File: config.mk
export PLATFORM = sky130hd
export DESIGN_NAME = two_class_priority_queue
export DESIGN_NICKNAME = d
export VERILOG_FILES = /design/src/rtl/tcpq_pkg.sv /design/src/rtl/tcpq_cell.sv /design/src/rtl/two_class_priority_queue.sv
export SDC_FILE = /design/constraint.sdc
export NUM_CORES = 1
export LEC_CHECK = 0
export ABC_CLOCK_PERIOD_IN_PS = 30100
export BUFFER_PORTS_ARGS = -buffer_cell sky130_fd_sc_hd__buf_2
export CORE_UTILIZATION = 39
export CTS_BUF_LIST = sky130_fd_sc_hd__clkbuf_2 sky130_fd_sc_hd__clkbuf_4 sky130_fd_sc_hd__clkbuf_8
export DETAILED_ROUTE_END_ITERATION = 10
export GPL_TIMING_DRIVEN = 0
export PLACE_DENSITY = 0.53
export SLEW_MARGIN = 20
export SYNTH_ARGS = -nofsm -noshare
export SYNTH_HDL_FRONTEND = slang
export SYNTH_HIERARCHICAL = 1
export SYNTH_SLANG_ARGS = --single-unit
File: constraint.sdc
create_clock -name clk -period 30.1 [get_ports clk]
set_input_delay 1.505 -clock clk [delete_from_list [all_inputs] [get_ports clk]]
set_output_delay 1.505 -clock clk [all_outputs]
set_load 0.02 [all_outputs]
File: src/rtl/tcpq_pkg.sv
package tcpq_pkg;

	localparam int DEPTH_DEF    = 16;
	localparam int ID_WIDTH_DEF = 16;
	localparam int ID_PORT_W    = 16;
	localparam int CNT_PORT_W   = 5;

	typedef enum logic [1:0] {
		FN_INSERT     = 2'd0,
		FN_SERVE_PREF = 2'd1,
		FN_SERVE_OLD  = 2'd2,
		FN_WITHDRAW   = 2'd3
	} func_t;

	// Broadcast to every cell for the item being accepted this cycle
	typedef struct packed {
		logic  go;
		func_t func;
		logic  any_pref;
		logic  ins_en;
	} op_t;

	// Passed from each cell to its younger neighbor
	typedef struct packed {
		logic pref_seen;
		logic removing;
	} chain_t;

endpackage

File: src/rtl/tcpq_cell.sv
module tcpq_cell #(
	parameter int ID_W = tcpq_pkg::ID_WIDTH_DEF
) (
	input  logic             clk,
	input  logic             arst_n,
	input  tcpq_pkg::op_t    op,
	input  logic [ID_W-1:0]  new_id,
	input  logic             new_pref,
	input  logic             head,
	input  logic             prev_valid,
	input  logic [ID_W-1:0]  up_id,
	input  logic             up_pref,
	input  logic             up_valid,
	input  tcpq_pkg::chain_t chain_in,
	output tcpq_pkg::chain_t chain_out,
	output logic [ID_W-1:0]  id,
	output logic             pref,
	output logic             valid,
	output logic             match,
	output logic             sel
);

	logic [ID_W-1:0] id_q;
	logic            pref_q;
	logic            valid_q;
	logic            sel_pref;
	logic            load_new;

	assign match    = valid_q && (id_q == new_id);
	assign sel_pref = op.any_pref ? (pref_q && !chain_in.pref_seen) : head;

	always_comb begin
		case (op.func)
			tcpq_pkg::FN_SERVE_PREF: sel = op.go && valid_q && sel_pref;
			tcpq_pkg::FN_SERVE_OLD:  sel = op.go && valid_q && head;
			tcpq_pkg::FN_WITHDRAW:   sel = op.go && match;
			default:                 sel = 1'b0;
		endcase
	end

	assign chain_out.pref_seen = chain_in.pref_seen || (valid_q && pref_q);
	assign chain_out.removing  = chain_in.removing || sel;

	// the first empty cell takes a new entry
	assign load_new = op.ins_en && !valid_q && prev_valid;

	always_ff @(posedge clk or negedge arst_n) begin
		if (!arst_n) begin
			valid_q <= 1'b0;
			pref_q  <= 1'b0;
		end else if (chain_out.removing) begin
			valid_q <= up_valid;
			pref_q  <= up_pref;
		end else if (load_new) begin
			valid_q <= 1'b1;
			pref_q  <= new_pref;
		end
	end

	always_ff @(posedge clk) begin
		if (chain_out.removing) begin
			id_q <= up_id;
		end else if (load_new) begin
			id_q <= new_id;
		end
	end

	assign id    = id_q;
	assign pref  = pref_q;
	assign valid = valid_q;

endmodule

File: src/rtl/two_class_priority_queue.sv
// Two-class waiting queue with withdraw. An item is accepted on any clock
// edge where start is high and busy is low; busy stays low, so a new item may
// be issued every cycle. Exactly one result follows each item, on the cycle
// right after it is accepted, marked by done for that single cycle; the
// receiver cannot stall it, so capture ok, served_id and the counts then.
// Entries sit in a row of DEPTH cells in arrival order, oldest in cell 0.
// Insert rejects a duplicate id or a full row. Serve-preferred removes the
// oldest preferred entry (or the oldest entry if none is preferred),
// serve-oldest removes cell 0, withdraw removes the matching id. Every cell
// compares and shifts in the same cycle; the result is registered, and the
// compare-and-shift path through the cell row sets the clock period.
// The row is empty after reset; no clearing pass is needed.
module two_class_priority_queue #(
	parameter int DEPTH    = tcpq_pkg::DEPTH_DEF,
	parameter int ID_WIDTH = tcpq_pkg::ID_WIDTH_DEF
) (
	input  logic                              clk,
	input  logic                              arst_n,
	input  logic                              start,
	output logic                              busy,
	input  logic [1:0]                        func,
	input  logic [tcpq_pkg::ID_PORT_W-1:0]    person_id,
	input  logic                              is_preferred,
	output logic                              done,
	output logic                              ok,
	output logic [tcpq_pkg::ID_PORT_W-1:0]    served_id,
	output logic [tcpq_pkg::CNT_PORT_W-1:0]   total_count,
	output logic [tcpq_pkg::CNT_PORT_W-1:0]   preferred_count
);

	localparam int CNT_W = $clog2(DEPTH + 1);

	logic                 accept;
	tcpq_pkg::func_t      fn;
	tcpq_pkg::op_t        op;
	logic [ID_WIDTH-1:0]  key;

	logic [CNT_W-1:0]     total_q;
	logic [CNT_W-1:0]     pref_cnt_q;
	logic [CNT_W-1:0]     total_nxt;
	logic [CNT_W-1:0]     pref_nxt;

	logic [ID_WIDTH-1:0]  cell_id   [DEPTH+1];
	logic [DEPTH:0]       cell_pref;
	logic [DEPTH:0]       cell_valid;
	tcpq_pkg::chain_t     chain     [DEPTH+1];
	logic [DEPTH-1:0]     cell_match;
	logic [DEPTH-1:0]     cell_sel;

	logic                 full;
	logic                 dup;
	logic                 ok_nxt;
	logic                 rm_pref;
	logic [ID_WIDTH-1:0]  rm_id;

	// Every item is handled as it is accepted, so never hold off the issuer
	assign busy   = 1'b0;
	assign accept = start && !busy;
	assign fn     = tcpq_pkg::func_t'(func);
	assign key    = ID_WIDTH'(person_id);

	assign full = (total_q == CNT_W'(DEPTH));
	assign dup  = |cell_match;

	assign op.go       = accept;
	assign op.func     = fn;
	assign op.any_pref = (pref_cnt_q != '0);
	assign op.ins_en   = accept && (fn == tcpq_pkg::FN_INSERT) && !full && !dup;

	// Sentinel above the youngest cell: shifts pull in an empty entry
	assign cell_id[DEPTH]    = '0;
	assign cell_pref[DEPTH]  = 1'b0;
	assign cell_valid[DEPTH] = 1'b0;
	assign chain[0]          = '0;

	for (genvar i = 0; i < DEPTH; i++) begin : g_cell
		logic pv;
		if (i == 0) begin : g_head
			assign pv = 1'b1;
		end else begin : g_body
			assign pv = cell_valid[i-1];
		end

		tcpq_cell #(
			.ID_W (ID_WIDTH)
		) u_cell (
			.clk        (clk),
			.arst_n     (arst_n),
			.op         (op),
			.new_id     (key),
			.new_pref   (is_preferred),
			.head       (i == 0),
			.prev_valid (pv),
			.up_id      (cell_id[i+1]),
			.up_pref    (cell_pref[i+1]),
			.up_valid   (cell_valid[i+1]),
			.chain_in   (chain[i]),
			.chain_out  (chain[i+1]),
			.id         (cell_id[i]),
			.pref       (cell_pref[i]),
			.valid      (cell_valid[i]),
			.match      (cell_match[i]),
			.sel        (cell_sel[i])
		);
	end

	// Gather the id and mark of the removed cell (at most one is selected)
	always_comb begin
		rm_id   = '0;
		rm_pref = 1'b0;
		for (int i = 0; i < DEPTH; i++) begin
			if (cell_sel[i]) begin
				rm_id   = rm_id | cell_id[i];
				rm_pref = rm_pref | cell_pref[i];
			end
		end
	end

	// Track counts alongside the row rather than summing valid bits
	always_comb begin
		total_nxt = total_q;
		pref_nxt  = pref_cnt_q;
		ok_nxt    = 1'b0;
		case (fn)
			tcpq_pkg::FN_INSERT: begin
				ok_nxt = op.ins_en;
				if (op.ins_en) begin
					total_nxt = total_q + CNT_W'(1);
					pref_nxt  = pref_cnt_q + CNT_W'(is_preferred);
				end
			end
			tcpq_pkg::FN_SERVE_PREF, tcpq_pkg::FN_SERVE_OLD, tcpq_pkg::FN_WITHDRAW: begin
				ok_nxt = |cell_sel;
				if (|cell_sel) begin
					total_nxt = total_q - CNT_W'(1);
					pref_nxt  = pref_cnt_q - CNT_W'(rm_pref);
				end
			end
			default: ok_nxt = 1'b0;
		endcase
	end

	always_ff @(posedge clk or negedge arst_n) begin
		if (!arst_n) begin
			total_q    <= '0;
			pref_cnt_q <= '0;
			done       <= 1'b0;
		end else begin
			done <= accept;
			if (accept) begin
				total_q    <= total_nxt;
				pref_cnt_q <= pref_nxt;
			end
		end
	end

	// Result payload: hold until the next item
	always_ff @(posedge clk) begin
		if (accept) begin
			ok              <= ok_nxt;
			served_id       <= ((fn == tcpq_pkg::FN_SERVE_PREF || fn == tcpq_pkg::FN_SERVE_OLD)
			                    && ok_nxt) ? tcpq_pkg::ID_PORT_W'(rm_id) : '0;
			total_count     <= tcpq_pkg::CNT_PORT_W'(total_nxt);
			preferred_count <= tcpq_pkg::CNT_PORT_W'(pref_nxt);
		end
	end

	// Row stays packed toward cell 0
	a_packed: assert property (@(posedge clk) disable iff (!arst_n)
		((cell_valid[DEPTH-1:0] & (cell_valid[DEPTH-1:0] + 1'b1)) == '0))
		else $error("valid cells not packed toward the head");

	// Running total agrees with the valid cells
	a_total: assert property (@(posedge clk) disable iff (!arst_n)
		(32'(total_q) == 32'($countones(cell_valid[DEPTH-1:0]))))
		else $error("total count out of step with cell row");

	// Running preferred count agrees with the row
	a_pref: assert property (@(posedge clk) disable iff (!arst_n)
		(32'(pref_cnt_q) ==
		 32'($countones(cell_valid[DEPTH-1:0] & cell_pref[DEPTH-1:0]))))
		else $error("preferred count out of step with cell row");

	// A result only follows an accepted item
	a_done: assert property (@(posedge clk) disable iff (!arst_n)
		done |-> $past(start))
		else $error("result strobe without an accepted item");

endmodule

==> key figures <==
Status
  • Status: completed

Final layout
  • Final Instance Area: approximately 25,000 sq um
  • Fill count: between 5,000 and 6,000
  • Post-Layout Cell Count: 2,691
  • Area grow syn2layout: 11.8%
  • Post-layout nets: between 1,500 and 2,000
  • Share of cells above drive strength 1: 0.292
  • Multi-input logic area: 11,900 sq um
  • Number of diodes: 0
  • FF/Latch Area: between 9000 and 10,000 sq um

Worst setup path
  • Startpoint Class: input port
  • Critical Path Fanout Max: 33
  • Crit Path Class: in2reg
  • Req. time, crit path: ~30 ns
  • RR Startpoint: pref_cnt_q[2]$_DFFE_PN0P_
  • Crit. End Element: register
  • RR Endpoint: g_cell[15].u_cell/id[10]$_DFFE_PP_
  • Arrival @ worst endpoint: 13.76 ns
  • CP endpoint: g_cell[15].u_cell/id[10]$_DFFE_PP_
  • Register-to-Register Path Depth: 53
  • Most frequent CP cell: a41o_1
  • Crit-path max cell delay: around 0.8 ns
  • Setup crit start: func[0]
  • CP max stage cell: buf_2
  • Reg2Reg Setup Slack: around 18 ns

Detailed routing
  • Wl on met1: around 37,000 um
  • Max Used Layer: met5
  • Via count: ~16,000
  • Initial DRC Count: 1,819
  • Total wire length: about 85,000 um
  • Antenna-violating nets left: 0
  • Routed wl met2: 38,200 um
  • DRC: 0
  • Met3 wire length: roughly 6500 um
  • WL/cell: approximately 32 um
  • First drt pass iteration count: 7
  • Via-to-Cell Ratio: roughly 6.0

Floorplan
  • Initial Utilization: 0.396
  • IO Count: 51
  • Die ar.: approximately 60,000 sq um
  • Die W: between 200 and 250 um
  • Core ar.: about 56,000 sq um
  • FP Rows: 87
  • Die H: approximately 240 um

Clock tree
  • Skew-Pair Late Insertion Delay: 0.68 ns
  • Num CTS Buffers: slightly below 60
  • CTS Root Cell: clkbuf_8
  • CTS tree: done
  • Post_cts resized: 0
  • CTS Hold Bufs: 0
  • Clk slew on worst S/H paths: about 0.050 ns
  • Clock Sinks: about 330
  • Number of H-tree levels: 2
  • CTS max path bufs: 3
  • Postcts setup bufs: 0

Logic synthesis
  • Yosys Warn Count: 6
  • Synth Cell Area: 22,400 sq um
  • Post-Syn Instances: 1,735
  • Mapped Avg Cell Area: 12.9 sq um

Place
  • Detailed Place HPWL: roughly 61,000 um
  • Pre-CTS WS: between 15 and 20 ns
  • I/O Buffers: between 40 and 50
  • Placed cell count: roughly 2,600
  • Routability cong.: around 1.0
  • Placed inst area: roughly 24,000 sq um

Global route
  • Pin count of the biggest net entering global routing: 50
  • Initial antenna violation count: 4
  • First-pass GRT wire length: approximately 120,000 um
  • Grt ovf: 0
  • Vias in the first global route: ~16,000
  • Overall fraction of global-route tracks in use: 0.292

Timing
  • Slew Viols, Final: 0
  • Final setup vio count: 0
  • Final Cycle Share: 0.449
  • Max frequency: around 74 MHz
  • Final Critical Period: roughly 14 ns
  • Slew HR: 0.186
  • Final Skew: between 0.03 and 0.04 ns
  • RSZ-0062 raised after global routing: no
  • Worst Tran Pin Value: ~1.2 ns
  • Setup TNS: 0 ns
  • Setup ws final: 16.57 ns
  • Final hold viol count: 0

Flow run
  • MaxCap Viol Count: 0

Min path
  • Worst hold path class: reg2reg

Power and ir drop
  • Worst VDD drop: 0.0408 mV
  • Leakage power: ~11 nW
  • Power Density: roughly 96 nW/um^2
==> per-layer routing <==
layer	vias up	GRT usage
met3	169	0.0473
met2	812	0.458
met5	-	0
met4	6	0.114
li1	6865	-
met1	8287	0.403
==> power by group <==
part,switching (W),leakage [nW],total (W),internal (W)
registers,0.000354,3.32,0.00111,0.000760
logic,0.000376,6.60,0.000840,0.000464
clock network,0.000199,0.682,0.000450,0.000252
total,0.000929,10.6,0.00240,0.00148
==> cells in the final DEF (no fill, tap or decap), types with 18 or more instances in the layout <==
cell and count:
buf_6 34, ha_1 56, a21oi_1 25, a221oi_1 29
a22oi_1 83, inv_1 104, edfxtp_1 283, xnor2_1 70
clkbuf_8 68, nor2_1 31, conb_1 40, buf_2 50
clkbuf_4 39, nand2b_1 50, mux2_4 288, nor3_1 18
xor2_1 152, nor4_1 35, dfrtp_1 43, nand4_1 31
a41o_1 32, nand3_1 61, a22o_1 27, nor2b_1 33
buf_4 19
==> state kept, by name (all words and copies together), names as in the netlist <==
signal	count
ok	1
pref_cnt_q	5
total_q	5
g_cell.u_cell/id	256
g_cell.u_cell/valid	16
total_count	5
preferred_count	5
done	1
g_cell.u_cell/pref	16
served_id	16
==> critical path, delay by kind of cell <==
family,cells,cell delay (ns)
AOI/OAI and AO/OA,32,7.22
adders and majority gates,1,0.29
buffers and inverters,18,3.75
muxes,1,0.30
and+or+nand+nor,2,0.64
==> per-stage QoR <==
step | total power (W) | utilization | hold slack [ns]
3_5_place_dp | 0.00194 | 0.420 | 0.511
5_1_grt | 0.00248 | 0.442 | 0.540
4_1_cts | 0.00239 | 0.442 | 0.524
6_report | 0.00240 | 0.442 | 0.519
2_1_floorplan | 0.00156 | - | 0.481
3_3_place_gp | 0.00192 | 0.419 | 0.511
==> worst min path at each step <==
stage,startpoint,to,slack (ns),cells past startpoint
floorplan,pref_cnt_q[4]$_DFFE_PN0P_,pref_cnt_q[4]$_DFFE_PN0P_,0.48,1
global placement,pref_cnt_q[4]$_DFFE_PN0P_,pref_cnt_q[4]$_DFFE_PN0P_,0.51,1
detailed placement,pref_cnt_q[4]$_DFFE_PN0P_,pref_cnt_q[4]$_DFFE_PN0P_,0.51,1
CTS,pref_cnt_q[4]$_DFFE_PN0P_,pref_cnt_q[4]$_DFFE_PN0P_,0.52,1
global route,pref_cnt_q[4]$_DFFE_PN0P_,pref_cnt_q[4]$_DFFE_PN0P_,0.54,1
finish,pref_cnt_q[4]$_DFFE_PN0P_,pref_cnt_q[4]$_DFFE_PN0P_,0.52,1
==> cell type report <==
type	instances	share of cell area
buffer	73	0.0243
clock buffer	106	0.0489
clock inverter	6	0.00140
inverter	104	0.0156
multi-input combinational	1270	0.477
sequential	326	0.383
tap	756	0.0378
timing repair buffer	50	0.0115
Note: power is estimated with default switching activity, not from simulation.
